[config.mk]
export PLATFORM = sky130hd
export DESIGN_NAME = accel_sample_averager
export DESIGN_NICKNAME = d
export VERILOG_FILES = /design/src/asa_pkg.sv /design/src/asa_lane.sv /design/src/accel_sample_averager.sv
export VERILOG_INCLUDE_DIRS = /design/src /design/src/src
export SDC_FILE = /design/constraint.sdc
export NUM_CORES = 1
export LEC_CHECK = 0
export BUFFER_PORTS_ARGS = -buffer_cell sky130_fd_sc_hd__buf_2
export CAP_MARGIN = 15
export CORE_MARGIN = 2
export CORE_UTILIZATION = 45
export CTS_CLUSTER_DIAMETER = 80
export DETAILED_ROUTE_END_ITERATION = 8
export PLACE_DENSITY = 0.61
export SYNTH_ARGS = -nofsm -noshare
export SYNTH_HDL_FRONTEND = slang
export SYNTH_HIERARCHICAL = 1
export SYNTH_SLANG_ARGS = --single-unit
[constraint.sdc]
create_clock -name clk -period 7.15 [get_ports clk]
set_clock_uncertainty 0.05 [all_clocks]
set_input_delay 1.0725 -clock clk [delete_from_list [all_inputs] [get_ports clk]]
set_output_delay 1.0725 -clock clk [all_outputs]
set_load 0.01 [all_outputs]
[src/accel_sample_averager_macros.svh]
`ifndef ACCEL_SAMPLE_AVERAGER_MACROS_SVH
`define ACCEL_SAMPLE_AVERAGER_MACROS_SVH

// same-cycle implication, checked outside reset
`define ASA_ASSERT_NOW(lbl, ante, cons, msg) \
  lbl: assert property (@(posedge clk) disable iff (!rst_n) (ante) |-> (cons)) \
    else $error(msg);

// next-cycle implication, checked outside reset
`define ASA_ASSERT_NEXT(lbl, ante, cons, msg) \
  lbl: assert property (@(posedge clk) disable iff (!rst_n) (ante) |=> (cons)) \
    else $error(msg);

`endif

[src/asa_pkg.sv]
`default_nettype none

package asa_pkg;

  localparam int SUM_W                = 16;
  localparam int AXIS_W               = 10;
  localparam int OFF_W                = 12;
  localparam int BYTE_W               = 8;
  localparam int CFG_W                = 3;
  localparam int SHIFT_W              = $clog2(SUM_W);
  localparam int ONE_G_COUNTS         = 64;
  localparam int MAX_LOG2_SAMPLES_DEF = 6;

  // control shared by the three axis lanes
  typedef struct packed {
    logic               xfer;
    logic               clear;
    logic [SHIFT_W-1:0] shamt;
  } lane_ctrl_t;

endpackage

`default_nettype wire

[src/asa_lane.sv]
`default_nettype none

module asa_lane import asa_pkg::*; (
  input  wire logic                clk,
  input  wire logic                rst_n,
  input  wire lane_ctrl_t          ctrl,
  input  wire logic [BYTE_W-1:0]   low_byte,
  input  wire logic [BYTE_W-1:0]   high_byte,
  output logic      [SUM_W-1:0]    avg
);

  logic [SUM_W-1:0]  sum_r;
  logic [SUM_W-1:0]  sum_nxt;
  logic [AXIS_W-1:0] sample;
  logic [SUM_W-1:0]  sum_add;

  // only bits 1:0 of the high byte carry value bits
  assign sample  = {high_byte[1:0], low_byte};
  assign sum_add = sum_r + {{(SUM_W-AXIS_W){sample[AXIS_W-1]}}, sample};
  assign avg     = SUM_W'($signed(sum_add) >>> ctrl.shamt);

  always_comb begin
    sum_nxt = sum_r;
    if (ctrl.xfer) begin
      sum_nxt = ctrl.clear ? '0 : sum_add;
    end
  end

  always_ff @(posedge clk) begin
    if (!rst_n) begin
      sum_r <= '0;
    end else begin
      sum_r <= sum_nxt;
    end
  end

endmodule

`default_nettype wire

[src/accel_sample_averager.sv]
`default_nettype none

// Three-axis sample averager. Each input transfer carries one sample as six raw
// register bytes; three axis lanes decode and accumulate them side by side, so a
// new sample is taken every cycle while the input is not stalled. After 2^log2_samples samples
// (clamped to MAX_LOG2_SAMPLES) the lane sums are shifted down to averages and,
// with the calibration offsets, loaded into the result register, which is
// visible the cycle after the block's last sample. The input stalls only while
// that register holds a result that the output side is stalling. Write
// log2_samples only while no block is in progress.

`include "accel_sample_averager_macros.svh"

module accel_sample_averager import asa_pkg::*; #(
  parameter int MAX_LOG2_SAMPLES = MAX_LOG2_SAMPLES_DEF
) (
  input  wire logic                     clk,
  input  wire logic                     rst_n,
  input  wire logic                     cfg_wr_en,
  input  wire logic [CFG_W-1:0]         cfg_wr_data,
  input  wire logic                     in_valid,
  output logic                          in_stall,
  input  wire logic [BYTE_W-1:0]        in_x_low_byte,
  input  wire logic [BYTE_W-1:0]        in_x_high_byte,
  input  wire logic [BYTE_W-1:0]        in_y_low_byte,
  input  wire logic [BYTE_W-1:0]        in_y_high_byte,
  input  wire logic [BYTE_W-1:0]        in_z_low_byte,
  input  wire logic [BYTE_W-1:0]        in_z_high_byte,
  output logic                          out_valid,
  input  wire logic                     out_stall,
  output logic signed [AXIS_W-1:0]      out_avg_x,
  output logic signed [AXIS_W-1:0]      out_avg_y,
  output logic signed [AXIS_W-1:0]      out_avg_z,
  output logic signed [OFF_W-1:0]       out_cal_x,
  output logic signed [OFF_W-1:0]       out_cal_y,
  output logic signed [OFF_W-1:0]       out_cal_z
);

  localparam int CNT_W = MAX_LOG2_SAMPLES + 1;

  logic [CFG_W-1:0]   log2_r;
  logic [CNT_W-1:0]   cnt_r;
  logic [CNT_W-1:0]   cnt_nxt;
  logic [CNT_W-1:0]   cnt_add;
  logic [CNT_W-1:0]   block_len;
  logic [SHIFT_W-1:0] shamt;
  logic               in_xfer;
  logic               emit;
  lane_ctrl_t         lane_ctrl;

  logic [SUM_W-1:0]   avg_x;
  logic [SUM_W-1:0]   avg_y;
  logic [SUM_W-1:0]   avg_z;

  logic               out_valid_r;
  logic               out_valid_nxt;
  logic [AXIS_W-1:0]  avg_x_r;
  logic [AXIS_W-1:0]  avg_y_r;
  logic [AXIS_W-1:0]  avg_z_r;
  logic [OFF_W-1:0]   off_x_r;
  logic [OFF_W-1:0]   off_y_r;
  logic [OFF_W-1:0]   off_z_r;
  logic [SUM_W-1:0]   off_x_full;
  logic [SUM_W-1:0]   off_y_full;
  logic [SUM_W-1:0]   off_z_full;

  assign shamt = (int'(log2_r) > MAX_LOG2_SAMPLES) ? SHIFT_W'(MAX_LOG2_SAMPLES)
                                                   : SHIFT_W'(log2_r);

  assign in_stall  = out_valid_r & out_stall;
  assign in_xfer   = in_valid & ~in_stall;
  assign cnt_add   = cnt_r + CNT_W'(1);
  assign block_len = CNT_W'(1) << shamt;
  assign emit      = in_xfer & (cnt_add >= block_len);

  assign lane_ctrl.xfer  = in_xfer;
  assign lane_ctrl.clear = emit;
  assign lane_ctrl.shamt = shamt;

  asa_lane u_lane_x (
    .clk       (clk),
    .rst_n     (rst_n),
    .ctrl      (lane_ctrl),
    .low_byte  (in_x_low_byte),
    .high_byte (in_x_high_byte),
    .avg       (avg_x)
  );

  asa_lane u_lane_y (
    .clk       (clk),
    .rst_n     (rst_n),
    .ctrl      (lane_ctrl),
    .low_byte  (in_y_low_byte),
    .high_byte (in_y_high_byte),
    .avg       (avg_y)
  );

  asa_lane u_lane_z (
    .clk       (clk),
    .rst_n     (rst_n),
    .ctrl      (lane_ctrl),
    .low_byte  (in_z_low_byte),
    .high_byte (in_z_high_byte),
    .avg       (avg_z)
  );

  // offsets are twice (bias minus average); z is biased by one g
  assign off_x_full = (SUM_W'(0) - avg_x) << 1;
  assign off_y_full = (SUM_W'(0) - avg_y) << 1;
  assign off_z_full = (SUM_W'(ONE_G_COUNTS) - avg_z) << 1;

  always_comb begin
    cnt_nxt = cnt_r;
    if (in_xfer) begin
      cnt_nxt = emit ? '0 : cnt_add;
    end
  end

  assign out_valid_nxt = emit | (out_valid_r & out_stall);

  always_ff @(posedge clk) begin
    if (!rst_n) begin
      log2_r      <= '0;
      cnt_r       <= '0;
      out_valid_r <= 1'b0;
    end else begin
      if (cfg_wr_en) begin
        log2_r <= cfg_wr_data;
      end
      cnt_r       <= cnt_nxt;
      out_valid_r <= out_valid_nxt;
    end
  end

  always_ff @(posedge clk) begin
    if (emit) begin
      avg_x_r <= avg_x[AXIS_W-1:0];
      avg_y_r <= avg_y[AXIS_W-1:0];
      avg_z_r <= avg_z[AXIS_W-1:0];
      off_x_r <= off_x_full[OFF_W-1:0];
      off_y_r <= off_y_full[OFF_W-1:0];
      off_z_r <= off_z_full[OFF_W-1:0];
    end
  end

  assign out_valid = out_valid_r;
  assign out_avg_x = $signed(avg_x_r);
  assign out_avg_y = $signed(avg_y_r);
  assign out_avg_z = $signed(avg_z_r);
  assign out_cal_x = $signed(off_x_r);
  assign out_cal_y = $signed(off_y_r);
  assign out_cal_z = $signed(off_z_r);

  `ASA_ASSERT_NEXT(a_emit_clears_count, emit, cnt_r == '0, "count not cleared after result")
  `ASA_ASSERT_NOW(a_held_result_blocks_input, out_valid_r && out_stall, !in_xfer, "input taken over held result")
  `ASA_ASSERT_NEXT(a_single_sample_block, in_xfer && shamt == '0, out_valid_r, "no result for one-sample block")

endmodule

`default_nettype wire

==> flow_summary.ini <==
[synthesis]
syn_area_um2 = 10300
yosys_warnings = 6
synthCells = 1144
avgSynthCellArea_um2 = 9.02

[clock_network]
cts_buffer_depth = 2
postCtsHoldBufs = 0
cts.sink_count = 119
clk_pin_slew_ps = 60
cts-buffers-inserted = 17
clk_latency_ps = 420
cts_root_buf = clkbuf_16
cts-resized-gates = 0
cts_tree = built
h-tree-depth = 4
post_cts_buffers = 0

[timing]
slew_headroom_pct = 36.9
final.setup.tns_ps = 0
rsz0062_at_grt = false
fmax_mhz = 212
finalHoldViolations = 0
slew_violations = 0
finalCritPeriodShare_pct = 66.0
setup_viol = 0
min_period_ps = 4720
worst_pin_slew_ps = 931

[detailed_routing]
drc = 0
drt_iter0_drc = 649
vias = 9120
first_pass_iters = 5
wl_mm = 26.9
ant_nets = 0
wl_per_cell_um = 17.7
avgViaCountPerCell = 6.00

[global_routing]
overflow = 0
grt_max_degree = 59
grt.total_usage_pct = 22.0
grt_pass1_vias = 8273
grt_pass1_wl_mm = 43.0
antenna_found_initial = 0

[worst_setup_path]
reg2reg_from = log2_r[2]$_SDFFE_PN0P_
cp-startpoint = in_z_low_byte[0]
cp_top_family = compound AO/OA/AOI/OAI gates
cpPeakStageDelay_ps = 510
cp-end-kind = flip-flop
crit_cells = 16
crit_type = in2reg
reg2reg_depth = 11
arrival_ps = 4820
cp.required_ps = 7250
path_buf_inv = 3
worst-path-max-fanout = 6
critPathSlowestCell = o221ai_1
path_cells = buf_2 > ha_1 > fa_1 > a21oi_1 > o211ai_1 > o221ai_1 > inv_1 > mux4_2 > nand3_1 > o211ai_1 > inv_1 > ha_1 > or3b_4 > o31a_1 > nor4_4 > xnor2_1
critPathLaunchType = primary input

[worst_hold_path]
hold_path.class = reg2reg
min-delay-start = cnt_r[1]$_SDFFE_PN0P_
worstHoldPathCells = 2

[die]
start_util_pct = 45.7
dieArea_um2 = 24200
core_um2 = 22600
rows = 55
die_w_um = 155
io_pins = 124
fp.dieH_um = 155

[layout]
diodes = 0
post-route-util_pct = 51.5
drive_gt1_share_pct = 17.2
stdcell_area_um2 = 11600
final_cells = 1521
synthToLayoutAreaGrowth_pct = 12.7
fillerInstances = 2167
layout.nets = 1338

[power_and_ir_drop]
peakVddDrop_mv = 0.165
power_leakage_nw = 4.61
power_density_nw_per_um2 = 279

[job]
drv_cap = 0

[status]
status = completed

[placed_design]
port_buffers = 102
place_congestion = 0.859
dpl.hpwl_mm = 19.8
placed_area_um2 = 11000
dp_cells = 1489
==> sequential cells by signal (all words and copies together), names as in the netlist <==
register,cells
out_avg_y,10
out_cal_z,10
u_lane_z/sum_r,16
u_lane_x/sum_r,16
u_lane_y/sum_r,16
cnt_r,7
out_valid,1
out_avg_z,10
out_avg_x,10
out_cal_y,10
out_cal_x,10
log2_r,3
==> metal layers <==
layer  global-route usage [%]  share of wire (%)
met1                     29.8                 47
met2                     36.3                 47
met3                     3.12                3.9
met4                     7.34                2.4
met5                        0                  0
==> worst paths after layout <==
path	endpoint	slack [ps]
worst max register to register	out_cal_y[10]$_DFFE_PP_	2870
worst max-delay path	out_cal_z[11]$_DFFE_PP_	2430
worst min register to register	cnt_r[1]$_SDFFE_PN0P_	440
worst min-delay path	cnt_r[1]$_SDFFE_PN0P_	440
==> report_power, final <==
group / internal, W / leakage (nW) / switching, W
Combinational: 0.000566 / 3.25 / 0.000818
Clock: 0.000613 / 0.304 / 0.000322
Sequential: 0.000877 / 1.05 / 0.0000476
Total: 0.00206 / 4.61 / 0.00119
==> placed cells by master, fill, tap and decap left out, drive strengths merged, types with 12 or more instances in the layout <==
| master | count |
|---|---|
| mux4 | 24 |
| nor2 | 57 |
| nor2b | 65 |
| a211oi | 15 |
| a211o | 12 |
| nand2 | 57 |
| a21oi | 100 |
| conb | 24 |
| o21a | 14 |
| and2 | 30 |
| buf | 112 |
| ha | 56 |
| nand3 | 51 |
| a2111o | 12 |
| mux2i | 21 |
| nand2b | 13 |
| o22ai | 24 |
| o211ai | 34 |
| inv | 51 |
| mux2 | 15 |
| edfxtp | 60 |
| nor3 | 18 |
| a21o | 28 |
| o21ai | 40 |
| dfxtp | 59 |
| nand4 | 14 |
| clkbuf | 21 |
| xor2 | 24 |
| a31oi | 15 |
| xnor2 | 29 |
==> stage by stage <==
step                hold slack [ps]  total power, W  worst slack, ps
finish                          441         0.00324             2430
global route                    492         0.00344             2130
CTS                             443         0.00326             2440
detailed placement              434         0.00230             2010
global placement                425         0.00229             2010
floorplan                       408         0.00198             1450
==> cell type report <==
| cell class | instances | area, um^2 | share of cell area (%) |
|---|---|---|---|
| Sequential cell | 119 | 2990 | 25.7 |
| Clock buffer | 21 | 472 | 4.06 |
| Timing Repair Buffer | 112 | 586 | 5.04 |
| Inverter | 55 | 206 | 1.78 |
| Clock inverter | 11 | 170 | 1.46 |
| Multi-Input combinational cell | 918 | 6850 | 58.9 |
| Tap cell | 285 | 357 | 3.07 |
==> worst min-delay path: stages, from the launching register on <==
cell	delay [ps]
dfxtp_1	330
nand2_1	60
a21oi_1	50
Power figures use the tool's default switching activity.
